[config.mk]
export PLATFORM = sky130hd
export DESIGN_NAME = go_back_n_sender_core
export DESIGN_NICKNAME = d
export VERILOG_FILES = /design/src/hdl/gbn_pkg.sv /design/src/hdl/go_back_n_sender_core.sv
export VERILOG_INCLUDE_DIRS = /design/src /design/src/hdl
export SDC_FILE = /design/constraint.sdc
export NUM_CORES = 1
export LEC_CHECK = 0
export ABC_AREA = 1
export ABC_CLOCK_PERIOD_IN_PS = 11900
export BUFFER_PORTS_ARGS = -buffer_cell sky130_fd_sc_hd__buf_2
export CELL_PAD_IN_SITES_DETAIL_PLACEMENT = 1
export CELL_PAD_IN_SITES_GLOBAL_PLACEMENT = 2
export CORE_MARGIN = 4
export CORE_UTILIZATION = 40
export DETAILED_ROUTE_END_ITERATION = 16
export GPL_ROUTABILITY_DRIVEN = 0
export PLACE_DENSITY_LB_ADDON = 0.1
export SLEW_MARGIN = 0
export SYNTH_ARGS = -nofsm -noshare
export SYNTH_HDL_FRONTEND = slang
export SYNTH_SLANG_ARGS = --single-unit
[constraint.sdc]
create_clock -name clk -period 11.9 [get_ports clk]
set_clock_uncertainty 0.2 [all_clocks]
set_input_delay 2.975 -clock clk [delete_from_list [all_inputs] [get_ports clk]]
set_output_delay 2.975 -clock clk [all_outputs]
set_load 0.005 [all_outputs]
[src/hdl/assert_macros.svh]
// Assertion shorthands for the go-back-n sender RTL.
// Each macro expects clk and arst_n in the scope where it is used.
`ifndef ASSERT_MACROS_SVH
`define ASSERT_MACROS_SVH

// Check a condition at every clock edge out of reset.
`define ASSERT_ALWAYS(label, expr, msg) \
	label: assert property (@(posedge clk) disable iff (!arst_n) (expr)) else $error(msg);

// Check that a consequent holds in the same cycle as its antecedent.
`define ASSERT_IMPLIES(label, ante, cons, msg) \
	label: assert property (@(posedge clk) disable iff (!arst_n) (ante) |-> (cons)) \
		else $error(msg);

// Check that a consequent holds in the cycle after its antecedent.
`define ASSERT_NEXT(label, ante, cons, msg) \
	label: assert property (@(posedge clk) disable iff (!arst_n) (ante) |=> (cons)) \
		else $error(msg);

`endif

[src/hdl/gbn_pkg.sv]
// Shared types and constants for the go-back-n sender.
// No dependencies; used by go_back_n_sender_core and the testbench.
package gbn_pkg;

	localparam int unsigned MAX_WINDOW_DEF     = 32;
	localparam int unsigned TEARDOWN_COUNT_DEF = 10;

	localparam logic [15:0] DATA_SIZE_RST   = 16'd8192;
	localparam logic [8:0]  CHUNK_SIZE_RST  = 9'd256;
	localparam logic [5:0]  WINDOW_SIZE_RST = 6'd4;
	localparam logic [3:0]  MAX_TRIES_RST   = 4'd10;

	localparam logic [16:0] SEQ_NONE   = 17'h1FFFF;
	localparam logic [3:0]  RETRY_MAX  = 4'd15;
	localparam logic [7:0]  TYPE_ACK   = 8'd2;
	localparam int unsigned DIV_STEPS  = 16;
	localparam int unsigned MUL_STEPS  = 9;

	typedef enum logic [1:0] {
		OP_START   = 2'd0,
		OP_ACK     = 2'd1,
		OP_TIMEOUT = 2'd2
	} op_t;

	typedef enum logic [1:0] {
		KIND_DATA     = 2'd0,
		KIND_TEARDOWN = 2'd1,
		KIND_GAVE_UP  = 2'd2
	} kind_t;

	typedef enum logic [1:0] {
		CFG_DATA_SIZE   = 2'd0,
		CFG_CHUNK_SIZE  = 2'd1,
		CFG_WINDOW_SIZE = 2'd2,
		CFG_MAX_TRIES   = 2'd3
	} cfg_idx_t;

	typedef enum logic [5:0] {
		S_IDLE   = 6'b000001,
		S_DIV    = 6'b000010,
		S_MUL    = 6'b000100,
		S_BURST  = 6'b001000,
		S_TEAR   = 6'b010000,
		S_GIVEUP = 6'b100000
	} state_t;

	typedef struct packed {
		logic [1:0]  op;
		logic [7:0]  ack_type;
		logic [15:0] ack_seq;
	} in_item_t;

	typedef struct packed {
		logic [1:0]  kind;
		logic [15:0] seq_no;
		logic [15:0] byte_offset;
		logic [8:0]  length;
		logic        last;
	} out_item_t;

endpackage

[src/hdl/go_back_n_sender_core.sv]
// Go-back-n ARQ sender core: packet descriptor sequencer with a shared add/sub unit.
// Depends on gbn_pkg and assert_macros.svh.
//
// Usage:
//   Input items (in_valid/in_stall, in_item) are commands: start a transfer,
//   an acknowledgement arrived, or the retransmit timer expired. Each command
//   yields zero or more result items on out_valid/out_stall (out_item): data
//   packet descriptors, teardown packets or a single gave-up marker; the final
//   result of a command carries last.
//   The block takes one command at a time and holds in_stall high until the
//   command's final result sits in the output register.
//   Flow: a start runs the restoring divider (packet count), then the shift-add
//   multiplier (offset of the window base), then one descriptor per unstalled
//   cycle; an empty transfer goes from the divider to teardown. A resend by ack
//   or timeout runs the multiplier, even with an empty window, then its
//   descriptors. Teardown and give-up emit one item per unstalled cycle; an
//   ignored command frees the input for the next cycle. One add/sub unit serves the
//   divider and multiplier; an output stall holds the result and pauses emission.
//   Configuration (cfg_valid/cfg_ready) is always ready; write it only idle.
//   Reset returns registers to their defaults and the core to no transfer.
module go_back_n_sender_core #(
	parameter int unsigned MAX_WINDOW     = gbn_pkg::MAX_WINDOW_DEF,
	parameter int unsigned TEARDOWN_COUNT = gbn_pkg::TEARDOWN_COUNT_DEF
) (
	input  logic              clk,
	input  logic              arst_n,
	input  logic              in_valid,
	output logic              in_stall,
	input  gbn_pkg::in_item_t in_item,
	output logic              out_valid,
	input  logic              out_stall,
	output gbn_pkg::out_item_t out_item,
	input  logic              cfg_valid,
	output logic              cfg_ready,
	input  logic [1:0]        cfg_index,
	input  logic [15:0]       cfg_data
);
	import gbn_pkg::*;

	`include "assert_macros.svh"

	// Step counter covers the divider, the multiplier and the teardown run.
	localparam int unsigned TW = (TEARDOWN_COUNT > 1) ? $clog2(TEARDOWN_COUNT) : 1;
	localparam int unsigned SW = (TW > 4) ? TW : 4;
	// Window count must hold MAX_WINDOW itself.
	localparam int unsigned WW = $clog2(MAX_WINDOW + 1) > 6 ? $clog2(MAX_WINDOW + 1) : 6;

	// Configuration registers
	logic [15:0] data_size_q;
	logic [8:0]  chunk_size_q;
	logic [5:0]  window_size_q;
	logic [3:0]  max_tries_q;

	// Protocol state
	logic [15:0] base_q;
	logic [16:0] hs_q;
	logic [16:0] ha_q;
	logic [3:0]  retry_q;
	logic [16:0] pt_q;
	logic        fin_q;

	// Sequencer and shared-unit working registers
	state_t      state_q;
	logic [SW-1:0] step_q;
	logic [8:0]  rem_q;
	logic [15:0] dq_q;
	logic [15:0] acc_q;
	logic [15:0] mcand_q;
	logic [8:0]  mpl_q;
	logic [16:0] idx_q;
	logic [16:0] end_q;
	logic [15:0] off_q;

	// Output register
	logic        out_valid_q;
	out_item_t   out_item_q;

	// Combinational
	logic [8:0]  c_eff;
	logic        slot_free;
	logic        in_acc;
	logic [15:0] alu_a;
	logic [15:0] alu_b;
	logic        alu_sub;
	logic [16:0] alu_sum;
	logic [9:0]  rem_sh;
	logic        div_ge;
	logic [8:0]  div_rem_nx;
	logic [15:0] div_q_nx;
	logic [16:0] div_pt;
	logic [15:0] mul_acc_nx;
	logic [WW-1:0] win;
	logic [16:0] base17;
	logic [16:0] idx_hi;
	logic [16:0] pt_m1;
	logic [16:0] hs_max;
	logic [16:0] hs_new;
	logic [16:0] burst_end;
	logic        burst_go;
	logic [16:0] aseq17;
	logic        active;
	logic        ack_ok;
	logic [3:0]  retry_inc;
	logic        give_up;
	logic [15:0] rem_bytes;
	logic        emit;
	out_item_t   out_nx;

	assign c_eff     = (chunk_size_q == 9'd0) ? 9'd1 : chunk_size_q;
	assign slot_free = !out_valid_q || !out_stall;
	assign in_stall  = (state_q != S_IDLE);
	assign in_acc    = in_valid && !in_stall;
	assign cfg_ready = 1'b1;
	assign out_valid = out_valid_q;
	assign out_item  = out_item_q;

	// Shared add/sub unit: divider trial subtract or multiplier partial sum.
	assign rem_sh = {rem_q, dq_q[15]};
	always_comb begin
		if (state_q == S_DIV) begin
			alu_a   = 16'(rem_sh);
			alu_b   = 16'(c_eff);
			alu_sub = 1'b1;
		end else begin
			alu_a   = acc_q;
			alu_b   = mcand_q;
			alu_sub = 1'b0;
		end
	end
	assign alu_sum = {1'b0, alu_a} + {1'b0, (alu_sub ? ~alu_b : alu_b)} + 17'(alu_sub);

	// Carry out of the subtract means no borrow: the quotient bit is one.
	assign div_ge     = alu_sum[16];
	assign div_rem_nx = div_ge ? alu_sum[8:0] : rem_sh[8:0];
	assign div_q_nx   = {dq_q[14:0], div_ge};
	assign div_pt     = {1'b0, div_q_nx} + 17'(div_rem_nx != 9'd0);
	assign mul_acc_nx = mpl_q[0] ? alu_sum[15:0] : acc_q;

	// Window bounds for the burst about to start.
	assign win       = (WW'(window_size_q) > WW'(MAX_WINDOW)) ? WW'(MAX_WINDOW)
	                                                         : WW'(window_size_q);
	assign base17    = {1'b0, base_q};
	assign idx_hi    = base17 + 17'(win) - 17'd1;
	assign pt_m1     = pt_q - 17'd1;
	assign hs_max    = (hs_q == SEQ_NONE || idx_hi > hs_q) ? idx_hi : hs_q;
	assign hs_new    = (hs_max > pt_m1) ? pt_m1 : hs_max;
	assign burst_end = (idx_hi > pt_m1) ? pt_m1 : idx_hi;
	assign burst_go  = (win != WW'(0)) && (base17 < pt_q);

	// Command decode
	assign aseq17    = {1'b0, in_item.ack_seq};
	assign active    = !fin_q && (pt_q != 17'd0);
	assign ack_ok    = active && (in_item.ack_type == TYPE_ACK) && (hs_q != SEQ_NONE) &&
	                   (aseq17 <= hs_q) && (ha_q == SEQ_NONE || aseq17 > ha_q);
	assign retry_inc = (retry_q == RETRY_MAX) ? RETRY_MAX : retry_q + 4'd1;
	assign give_up   = (retry_inc >= max_tries_q);

	// Bytes left from this chunk to the end; the short last chunk takes the rest.
	assign rem_bytes = data_size_q - off_q;

	always_comb begin
		emit   = 1'b0;
		out_nx = '0;
		case (state_q)
			S_BURST: begin
				emit               = slot_free;
				out_nx.kind        = KIND_DATA;
				out_nx.seq_no      = idx_q[15:0];
				out_nx.byte_offset = off_q;
				out_nx.length      = (rem_bytes >= 16'(c_eff)) ? c_eff : rem_bytes[8:0];
				out_nx.last        = (idx_q == end_q);
			end
			S_TEAR: begin
				emit        = slot_free;
				out_nx.kind = KIND_TEARDOWN;
				out_nx.last = (step_q == SW'(TEARDOWN_COUNT - 1));
			end
			S_GIVEUP: begin
				emit        = slot_free;
				out_nx.kind = KIND_GAVE_UP;
				out_nx.last = 1'b1;
			end
			default: begin
				emit   = 1'b0;
				out_nx = '0;
			end
		endcase
	end

	// Output register: load on emit, drop when taken.
	always_ff @(posedge clk or negedge arst_n) begin
		if (!arst_n) begin
			out_valid_q <= 1'b0;
		end else if (emit) begin
			out_valid_q <= 1'b1;
		end else if (!out_stall) begin
			out_valid_q <= 1'b0;
		end
	end

	always_ff @(posedge clk) begin
		if (emit) begin
			out_item_q <= out_nx;
		end
	end

	// Configuration registers
	always_ff @(posedge clk or negedge arst_n) begin
		if (!arst_n) begin
			data_size_q   <= DATA_SIZE_RST;
			chunk_size_q  <= CHUNK_SIZE_RST;
			window_size_q <= WINDOW_SIZE_RST;
			max_tries_q   <= MAX_TRIES_RST;
		end else if (cfg_valid && cfg_ready) begin
			case (cfg_idx_t'(cfg_index))
				CFG_DATA_SIZE:   data_size_q   <= cfg_data;
				CFG_CHUNK_SIZE:  chunk_size_q  <= cfg_data[8:0];
				CFG_WINDOW_SIZE: window_size_q <= cfg_data[5:0];
				CFG_MAX_TRIES:   max_tries_q   <= cfg_data[3:0];
				default:         data_size_q   <= data_size_q;
			endcase
		end
	end

	// Sequencer
	always_ff @(posedge clk or negedge arst_n) begin
		if (!arst_n) begin
			state_q <= S_IDLE;
			step_q  <= '0;
			base_q  <= '0;
			hs_q    <= SEQ_NONE;
			ha_q    <= SEQ_NONE;
			retry_q <= '0;
			pt_q    <= '0;
			fin_q   <= 1'b0;
			rem_q   <= '0;
			dq_q    <= '0;
			acc_q   <= '0;
			mcand_q <= '0;
			mpl_q   <= '0;
			idx_q   <= '0;
			end_q   <= '0;
			off_q   <= '0;
		end else begin
			case (state_q)
				S_IDLE: begin
					if (in_acc) begin
						step_q  <= '0;
						acc_q   <= '0;
						mpl_q   <= c_eff;
						case (op_t'(in_item.op))
							OP_START: begin
								// Fresh transfer: count packets first.
								base_q  <= '0;
								hs_q    <= SEQ_NONE;
								ha_q    <= SEQ_NONE;
								retry_q <= '0;
								fin_q   <= 1'b0;
								rem_q   <= '0;
								dq_q    <= data_size_q;
								state_q <= S_DIV;
							end
							OP_ACK: begin
								if (ack_ok) begin
									// Cumulative ack: slide the base past it.
									ha_q    <= aseq17;
									base_q  <= in_item.ack_seq + 16'd1;
									mcand_q <= in_item.ack_seq + 16'd1;
									retry_q <= '0;
									if (aseq17 == pt_m1) begin
										fin_q   <= 1'b1;
										state_q <= S_TEAR;
									end else if (aseq17 == hs_q) begin
										state_q <= S_MUL;
									end
								end
							end
							OP_TIMEOUT: begin
								if (active) begin
									retry_q <= retry_inc;
									mcand_q <= base_q;
									if (give_up) begin
										fin_q   <= 1'b1;
										state_q <= S_GIVEUP;
									end else begin
										state_q <= S_MUL;
									end
								end
							end
							default: state_q <= S_IDLE;
						endcase
					end
				end
				S_DIV: begin
					rem_q  <= div_rem_nx;
					dq_q   <= div_q_nx;
					step_q <= step_q + SW'(1);
					if (step_q == SW'(DIV_STEPS - 1)) begin
						pt_q    <= div_pt;
						step_q  <= '0;
						mcand_q <= '0;
						if (div_pt == 17'd0) begin
							fin_q   <= 1'b1;
							state_q <= S_TEAR;
						end else begin
							state_q <= S_MUL;
						end
					end
				end
				S_MUL: begin
					// Shift-add: window base times chunk size, modulo 2^16.
					acc_q   <= mul_acc_nx;
					mcand_q <= {mcand_q[14:0], 1'b0};
					mpl_q   <= {1'b0, mpl_q[8:1]};
					step_q  <= step_q + SW'(1);
					if (step_q == SW'(MUL_STEPS - 1)) begin
						step_q <= '0;
						off_q  <= mul_acc_nx;
						idx_q  <= base17;
						end_q  <= burst_end;
						if (win != WW'(0)) begin
							hs_q <= hs_new;
						end
						state_q <= burst_go ? S_BURST : S_IDLE;
					end
				end
				S_BURST: begin
					if (emit) begin
						idx_q <= idx_q + 17'd1;
						off_q <= off_q + 16'(c_eff);
						if (idx_q == end_q) begin
							state_q <= S_IDLE;
						end
					end
				end
				S_TEAR: begin
					if (emit) begin
						step_q <= step_q + SW'(1);
						if (step_q == SW'(TEARDOWN_COUNT - 1)) begin
							step_q  <= '0;
							state_q <= S_IDLE;
						end
					end
				end
				S_GIVEUP: begin
					if (emit) begin
						state_q <= S_IDLE;
					end
				end
				default: state_q <= S_IDLE;
			endcase
		end
	end

	// Checks
	`ASSERT_IMPLIES(a_acked_within_sent, ha_q != SEQ_NONE, (hs_q != SEQ_NONE) && (ha_q <= hs_q), "acked beyond sent")
	`ASSERT_IMPLIES(a_burst_in_range, state_q == S_BURST, idx_q <= end_q, "burst index past end")
	`ASSERT_NEXT(a_burst_ends_idle, (state_q == S_BURST) && emit && (idx_q == end_q), state_q == S_IDLE, "burst did not close")

endmodule

### Yosys cells after proc, flatten, opt, wreduce, memory -nomap -nowiden

Cells that the tools add are included.

| word-level totals | value |
|---|---|
| register bits after elaboration | 278 |
| input port bits | 49 |
| output and inout port bits | 47 |
| word-level logic and storage cells | 220 |

| cells by class | value |
|---|---|
| add/subtract/negate cells | 12 |
| order comparisons | 9 |
| equality and inequality tests | 44 |
| mux-type cells | 83 |
| bitwise logic cells | 1 |
| reduce and logical (&&, ||, !) cells | 45 |

Operator list:

| cell | number |
|---|---|
| 16-bit 2-to-1 mux | 13 |
| 17-bit 2-to-1 mux | 10 |
| 16-bit one-hot mux with 2 select lines | 5 |
| 17-bit one-hot mux with 2 select lines | 3 |
| 6-bit 2-to-1 mux | 14 |
| 9-bit 2-to-1 mux | 6 |
| 17-bit greater-than comparator | 3 |
| 16-bit one-hot mux with 3 select lines | 1 |
| 4-bit 2-to-1 mux | 9 |
| 6-bit one-hot mux with 6 select lines | 1 |
| 9-bit one-hot mux with 2 select lines | 2 |
| 16-bit by 17-bit equality test with 1-bit output | 2 |
| 17-bit equality test, second input constant | 2 |
| 17-bit by 1-bit subtractor with 17-bit output, second input constant | 2 |
| 2-bit inequality test, second input constant | 10 |
| 6-bit one-hot mux with 3 select lines | 1 |
| 16-bit by 1-bit adder with 17-bit output | 1 |
| 16-bit by 16-bit adder with 17-bit output | 1 |
| 16-bit by 6-bit adder with 17-bit output | 1 |
| 17-bit by 1-bit adder with 17-bit output | 1 |
| 17-bit by 1-bit adder with 17-bit output, second input constant | 1 |
| 17-bit equality test | 1 |
| 16-bit by 17-bit greater-than comparator with 1-bit output | 1 |
| 16-bit by 17-bit <= comparator with 1-bit output | 1 |
| other kinds (53) | 102 |

### Depth between registers and ports, before layout

Gate-level depths: netlist of the first run.

| depth | value |
|---|---|
| word-level depth | 14 |
| depth in mapped cells | 40 |
| gate-level depth less buffers | 38 |

### Worst setup path after synthesis of the first run

OpenSTA, ideal clock, no wires.

| timing path | value |
|---|---|
| path type | reg-to-reg |
| from | register window_size_q[5] |
| to | register hs_q[11] |
| setup time | 0.073 ns |
| data arrival time | 5.137 ns |
| required time | 11.627 ns |
| slack | 6.490 ns |
| stages on the path, launching flop included | 41 |
| buffers on the path | 2 |
| period minus slack after synthesis | 5.410 ns |
| cells stage by stage | dfrtp_1 inv_1 nand2_1 ha_1 inv_1 ha_1 inv_1 fa_1 inv_1 nand3_1 nand2_1 inv_1 o21bai_1 nand4_1 nand2_1 xor2_1 ha_1 nand2_1 (+5 left out) o21ai_1 nand2_1 buf_2 inv_1 nand2_1 and2_1 ha_1 nand2_1 inv_1 nand3_1 nor2_1 nand3b_1 nand3_1 nand2_1 clkbuf_1 o21ai_0 inv_1 a21oi_1 |

| between the ends | value |
|---|---|
| cells in the longest elaborated chain, start to end | 12 |
| elaborated cells between the ends (all ways) | 15 |
| classes of those cells | 2 x add/sub; 3 x order compare; 1 x eq/ne; 6 x mux; 3 x reduce/logical |

RTL lines:

| element | RTL line | RTL |
|---|---|---|
| start, declared | go_back_n_sender_core.sv:51 | `logic [5:0] window_size_q;` |
| start signal, assigned | go_back_n_sender_core.sv:218 | `CFG_WINDOW_SIZE: window_size_q <= cfg_data[5:0];` |
| 6-bit greater-than comparator | go_back_n_sender_core.sv:140 | `assign win = (WW'(window_size_q) > WW'(MAX_WINDOW)) ? WW'(MAX_WINDOW)` |
| 6-bit 2-to-1 mux (*) | go_back_n_sender_core.sv:140 |  |
| 16-bit by 6-bit adder with 17-bit output | go_back_n_sender_core.sv:143 | `assign idx_hi = base17 + 17'(win) - 17'd1;` |
| 17-bit by 1-bit subtractor with 17-bit output | go_back_n_sender_core.sv:143 |  |
| 17-bit greater-than comparator | go_back_n_sender_core.sv:145 | `assign hs_max = (hs_q == SEQ_NONE \|\| idx_hi > hs_q) ? idx_hi : hs_q;` |
| 1-bit logical OR | go_back_n_sender_core.sv:145 |  |
| 17-bit 2-to-1 mux | go_back_n_sender_core.sv:145 |  |
| 17-bit greater-than comparator | go_back_n_sender_core.sv:146 | `assign hs_new = (hs_max > pt_m1) ? pt_m1 : hs_max;` |
| 17-bit 2-to-1 mux | go_back_n_sender_core.sv:146 |  |
| 17-bit 2-to-1 mux | go_back_n_sender_core.sv:321 | `if (win != WW'(0)) begin` |
| 17-bit 2-to-1 mux | go_back_n_sender_core.sv:316 | `if (step_q == SW'(MUL_STEPS - 1)) begin` |
| 17-bit one-hot mux with 2 select lines | go_back_n_sender_core.sv:245 | `case (state_q)` |
| end signal, assigned | go_back_n_sender_core.sv:322 | `hs_q <= hs_new;` |
| end, declared | go_back_n_sender_core.sv:56 | `logic [16:0] hs_q;` |

Mark *: on every way between the ends. The rest lies on a longest branch, timed or not. The select of a mux whose other input is x is not followed.
A chain may end at the register's enable or synchronous reset.

### Worst setup path after layout of the first run

| timing path | value |
|---|---|
| from | register window_size_q[5] |
| to | register hs_q[13] |

The elaborated chain is that of the path after synthesis.

==> results of run 1 <==
[placed cells by master (no fill, tap or decap), types with 7 or more instances in the layout]
master     instances
nand2_1          708
inv_1            371
o21ai_0          242
nor2_1           215
dfrtp_1          194
ha_1             185
nand3_1          147
a21oi_1          134
buf_2             93
xor2_1            60
nand4_1           58
nor3_1            45
edfxtp_1          44
dfstp_2           40
clkbuf_16         37
o211ai_1          30
o21ai_1           25
o22ai_1           24
a22oi_1           22
a31oi_1           20
inv_2             16
buf_4             16
xnor2_1           15
o21bai_1          13
nor2_2            12
nand3b_1          10
o221ai_1          10
a21o_1             9
nor4_1             9
clkinv_2           8
or2_2              7
nor2_4             7
mux2_2             7
[power by group through the flow]
stage               clock (mW)  combinational (mW)  sequential, mW
finish                    1.20                4.33            1.56
global route              1.26                4.89            1.60
CTS                       1.23                4.31            1.56
detailed placement           0                4.27            1.57
global placement             0                4.10            1.56
floorplan                    0                3.09            1.45
[registers in the layout, summed over array words and instances (netlist names), 4 cells and up]
signal         cells
state_q            6
acc_q             16
rem_q              9
pt_q              17
idx_q             17
base_q            16
hs_q              17
window_size_q      6
mcand_q           16
dq_q              16
data_size_q       16
out_item          44
max_tries_q        4
step_q             4
retry_q            4
off_q             16
mpl_q              9
ha_q              17
chunk_size_q       9
end_q             17
[layout make-up]
class,count,area [sq um],area share [%]
diodes,2,5.00,0.0216
clock buffers,49,1030,4.46
clock inverters,19,248,1.07
inverters,390,1470,6.34
multi-input cells,2084,11700,50.6
flip-flops and latches,278,7230,31.2
well taps,680,851,3.68
repair buffers,110,601,2.60
[per-layer routing]
metal / part of all wire, % / global-route usage [%] / routed length, um
met1: 44 / 35.7 / 34500
met2: 49 / 48.6 / 38600
met3: 3.7 / 3.06 / 2960
met4: 3.6 / 9.70 / 2800
met5: 0 / 0 / 0
[worst max-delay path, delay by kind of cell (launching register included)]
| family | cells | cell delay (ns) |
|---|---|---|
| buf+inv | 9 | 1.32 |
| simple gates | 16 | 3.08 |
| fa+ha+maj | 5 | 1.36 |
| flops | 1 | 0.40 |
| xor+xnor | 1 | 0.30 |
| compound gates | 4 | 0.71 |
[logic make-up after synthesis]
kind of cell | Yosys count | share of synthesized area, %
AO/OA/AOI/OAI | 559 | 15.3
AND/OR/NAND/NOR | 1250 | 25.8
XOR/XNOR | 76 | 3.25
multiplexers | 9 | 0.477
other | 1 | 0.0181
buffers and inverters | 469 | 8.69
flip-flops | 278 | 34.9
adder cells (fa/ha/maj) | 189 | 11.6
[metrics by stage]
step / std cells / setup WS (ns)
after floorplan: 2831 / 6.49
after global placement: 3542 / 4.88
after detailed placement: 3542 / 4.59
after CTS: 3610 / 4.57
after global routing: 3610 / 3.68
final: 3612 / 4.46
[how the worst min path moves through the flow]
stage                                         to  slack, ns  cells past startpoint
floorplan                mcand_q[15]$_DFFE_PN0P_       0.25                      2
global route        window_size_q[2]$_DFFE_PN1P_       0.32                      2
detailed placement       mcand_q[15]$_DFFE_PN0P_       0.28                      2
global placement     chunk_size_q[0]$_DFFE_PN0P_       0.27                      2
CTS                      mcand_q[15]$_DFFE_PN0P_       0.30                      2
finish                max_tries_q[1]$_DFFE_PN1P_       0.30                      2
==> impl_metrics.tcl, run 1 <==
set metrics [dict create \
    ys_seq_elements 278 \
    power_density_nw_per_um2 306 \
    report.final.slew_viol_count 0 \
    syn_area_sq_um 20700 \
    placed_cell_area_sq_um 21900 \
    ys_async_sr_fraction_pct 84.2 \
    startpoint "window_size_q[5]$_DFFE_PN0P_" \
    clkPwrFrac_pct 17.0 \
    yosysMostFrequentCell "nand2_1" \
    yosys.area.top_type "dfrtp_1" \
    ys_top_cells_by_count "708 x nand2_1, 372 x inv_1, 242 x o21ai_0" \
    drt_wl_total_mm 78.8 \
    clk_latency_ns 0.57 \
    yosys-top-cells-area "dfrtp_1 23%, nand2_1 13%, ha_1 11%" \
    ioPinCount 96 \
    track_usage_pct 27.8 \
    pwr-share-seq_pct 22.0 \
    finalSetupViolations 0 \
    final_area_sq_um 23100 \
    ant_nets 0 \
    clock_sinks 278 \
    critPathRequiredTime_ns 12.20 \
    antenna_found_initial 2 \
    row_count 83 \
    p_int_mw 3.43 \
    rr_startpoint "window_size_q[5]$_DFFE_PN0P_" \
    layout_min_cycle_time_ns 7.44 \
    ir_drop_uv 210 \
    synth_top_area_share_pct 23.4 \
    yosysWarnings 0 \
    path_clk_slew_ns 0.07 \
    whs_ns 0.299 \
    cpMostUsedCell "inv_1" \
    htree_levels 2 \
    area_delta_synth_final_pct 11.7 \
    grt_max_degree 118 \
    cp_max_fo 30 \
    p_leak_nw 11.7 \
    postCtsSetupBuffers 0 \
    hold_buffers 0 \
    switching_share_pct 51.6 \
    syn_avg_cell_area_sq_um 7.32 \
    finalHoldViolCount 0 \
    nNetsFinal 3139 \
    r2r-end "hs_q[13]$_DFFE_PN1P_" \
    syn_inst 2831 \
    drtPass1Iterations 5 \
    crit_arrival_ns 7.74 \
    initial_core_util_pct 40.4 \
    die-width_um 236 \
    synth_seq_area_share_pct 34.9 \
    cts_buffers 37 \
    cts_tree "done" \
    grt_pass1_wl_mm 122 \
    relSlewSlack_pct 28.9 \
    drt-vias-per-instance 5.55 \
    r2r_slack_ns 4.46 \
    status "finished, final reports clean" \
    hp-start "max_tries_q[1]$_DFFE_PN1P_" \
    setup.worst_path.end "hs_q[13]$_DFFE_PN1P_" \
    die_y_um 236 \
    overflow 0 \
    slowest_stage "nand2_1" \
    setup_tns_ns 0 \
    dpl.hpwl_mm 61.9 \
    worst_pin_slew_ns 1.07 \
    start_kind "flip-flop" \
    drt-initial-drc-count 1209 \
    cts-resized-gates 0 \
    coreArea_sq_um 51300 \
    post-route-period-util_pct 62.6 \
    reg2reg_depth 35 \
    cts_buffer_depth 3 \
    ys.flop_type "dfrtp_1" \
    n_fill_cell 6503 \
    dieArea_sq_um 55500 \
    portBuffers 94 \
    wl_per_cell_um 21.8 \
    drc 0 \
    fmax_mhz 134 \
    vias 20100 \
    final_core_util_pct 45.1 \
    combPwrFrac_pct 61.0 \
    rsz0062_at_grt "no" \
    hold_class "flip-flop to flip-flop" \
    synth-edff-count 44 \
    critical-path-max-stage-delay_ns 0.53 \
    syn_nets 3069 \
    worstSetupPathType "flip-flop to flip-flop" \
    grt_pass1_vias 20800 \
    critPathCaptureType "flip-flop" \
    synth_cell_types 63 \
    p_sw_mw 3.66 \
    cap_violations 0 \
    drive_gt1_share_pct 9.66 \
    finalPower_mw 7.09 \
    clockRootBuffer "clkbuf_16" \
]
(Power assumes the default switching activity.)
==> inputs of run 2 (changes only) <==
Settings changed: ABC_CLOCK_PERIOD_IN_PS 11900 to 7050, CORE_UTILIZATION 40 to 37.
Clock period 11.9 ns to 7.05 ns, I/O delays scaled along.
==> impl_metrics.tcl, run 2 (same netlist as run 1, synthesis figures left out) <==
set metrics [dict create \
    hold_depth 2 \
    worstSetupPathType "flip-flop to flip-flop" \
    path_clk_slew_ns 0.06 \
    fmax_mhz 158 \
    pwr-share-seq_pct 21.5 \
    portBuffers 94 \
    antenna_found_initial 1 \
    slowest_stage "dfrtp_1" \
    reg2reg_depth 33 \
    r2r-end "hs_q[11]$_DFFE_PN1P_" \
    initial_core_util_pct 37.5 \
    path_buf_inv 7 \
    switching_share_pct 51.6 \
    die-width_um 245 \
    ant_nets 0 \
    coreArea_sq_um 55300 \
    rr_startpoint "window_size_q[5]$_DFFE_PN0P_" \
    overflow 0 \
    relSlewSlack_pct 31.9 \
    ioPinCount 96 \
    combPwrFrac_pct 62.7 \
    critical-path-max-stage-delay_ns 0.39 \
    cts_tree "done" \
    drt-vias-per-instance 5.40 \
    p_int_mw 5.87 \
    grt_pass1_wl_mm 123 \
    setup_tns_ns 0 \
    cpMostUsedCell "inv_1" \
    crit_arrival_ns 6.59 \
    final_common_cell "nand2_1" \
    cts_buffers 37 \
    status "finished, final reports clean" \
    clk_latency_ns 0.55 \
    track_usage_pct 26.3 \
    dieArea_sq_um 59900 \
    dpl_worst_slack_ns 0.519 \
    nNetsFinal 3159 \
    drt-initial-drc-count 1090 \
    hold_buffers 0 \
    critPathRequiredTime_ns 7.32 \
    clockRootBuffer "clkbuf_16" \
    layout_min_cycle_time_ns 6.31 \
    drive_gt1_share_pct 10.3 \
    p_leak_nw 11.8 \
    n_fill_cell 6994 \
    grt_pass1_vias 20900 \
    finalSetupViolations 0 \
    grt_max_degree 176 \
    ir_drop_uv 326 \
    worst_path_dominant_cell_family "simple AND/OR/NAND/NOR gates" \
    cp_max_fo 12 \
    final_core_util_pct 42.2 \
    vias 20000 \
    cts_buffer_depth 3 \
    start_kind "flip-flop" \
    rsz0062_at_grt "no" \
    wl_per_cell_um 21.6 \
    clkPwrFrac_pct 15.8 \
    final_cell_mix "706 x nand2_1, 371 x inv_1, 242 x o21ai_0" \
    r2r_slack_ns 0.74 \
    post-route-period-util_pct 89.6 \
    drt_wl_total_mm 80.0 \
    finalHoldViolCount 0 \
    drtPass1Iterations 5 \
    cap_violations 0 \
    area_delta_synth_final_pct 12.5 \
    row_count 86 \
    hp-start "mcand_q[15]$_DFFE_PN0P_" \
    htree_levels 2 \
    largest_reg_flops 44 \
    clock_sinks 278 \
    p_sw_mw 6.25 \
    power_density_nw_per_um2 519 \
    die_y_um 245 \
    dpl.hpwl_mm 63.8 \
    hold_class "flip-flop to flip-flop" \
    hold_end "mcand_q[15]$_DFFE_PN0P_" \
    critPathCaptureType "flip-flop" \
    report.final.slew_viol_count 0 \
    finalWorstSetupSlack_ns 0.735 \
    drc 0 \
    worst_pin_slew_ns 1.02 \
    antenna_cells 0 \
]
run 2: cell types whose count changed in the layout (fill, tap and decap cells not counted), moves of 2 or more:
cell and delta:
nand2_1 -2, buf_4 +19, nand2_2 +2, clkinvlp_4 +2, bufinv_16 -3, diode_2 -2
clkinv_2 -2, clkbuf_1 +2
run 2: layout make-up:
cell class | count | area [sq um] | area share (%)
clock buffer | 53 | 1080 | 4.62
clock inverter | 14 | 134 | 0.574
inverter | 390 | 1470 | 6.29
multi-input combinational | 2084 | 11700 | 50.3
sequential | 278 | 7230 | 31.0
tap | 748 | 936 | 4.01
timing repair buffer | 130 | 763 | 3.27
run 2: per-stage QoR:
stage	hold WS (ns)	power, mW	area [sq um]	cells
4_1_cts	0.295	12.2	23300	3696
5_1_grt	0.313	13.3	23300	3697
6_report	0.292	12.1	23300	3697
3_5_place_dp	0.281	10.2	22100	3629
3_3_place_gp	0.269	9.85	22100	3629
2_1_floorplan	0.246	7.68	20700	2831
run 2: worst max path at each step:
stage | from | end | slack (ns) | cells after the start
floorplan | window_size_q[5]$_DFFE_PN0P_ | hs_q[11]$_DFFE_PN1P_ | 1.64 | 40
global placement | window_size_q[5]$_DFFE_PN0P_ | hs_q[15]$_DFFE_PN1P_ | 0.83 | 33
detailed placement | window_size_q[5]$_DFFE_PN0P_ | hs_q[11]$_DFFE_PN1P_ | 0.52 | 34
CTS | window_size_q[5]$_DFFE_PN0P_ | hs_q[11]$_DFFE_PN1P_ | 0.49 | 34
global route | window_size_q[5]$_DFFE_PN0P_ | hs_q[15]$_DFFE_PN1P_ | 0.11 | 37
finish | window_size_q[5]$_DFFE_PN0P_ | hs_q[11]$_DFFE_PN1P_ | 0.74 | 33
run 2: per-layer routing:
layer | vias up | routed length [um] | global-route usage [%]
met5 | - | 0 | 0
met4 | 0 | 2090 | 6.70
met3 | 112 | 2140 | 2.95
met2 | 291 | 39700 | 47.3
met1 | 9932 | 36100 | 33.9
li1 | 9619 | - | -
run 2: worst register-to-register path: cells and delay by family, from the launching register on:
kind,cells,cell delay [ns]
buffers and inverters,7,0.89
flip-flops,1,0.39
AND/OR/NAND/NOR,14,1.89
AO/OA/AOI/OAI,7,1.32
XOR/XNOR,1,0.33
adder cells (fa/ha/maj),4,1.23
run 2: power by group through the flow:
stage	sequential, mW	combinational (mW)	clock, mW
2_1_floorplan	2.45	5.22	0
3_3_place_gp	2.61	7.24	0
3_5_place_dp	2.63	7.55	0
4_1_cts	2.60	7.60	1.96
5_1_grt	2.66	8.59	2.03
6_report	2.60	7.60	1.91
run 2: timing repair:
| action | 4_1_cts | 5_1_grt |
|---|---|---|
| buffers inserted | 0 | 1 |
| setup endpoints to repair | 0 | 14 |
| resized for setup | 0 | 3 |
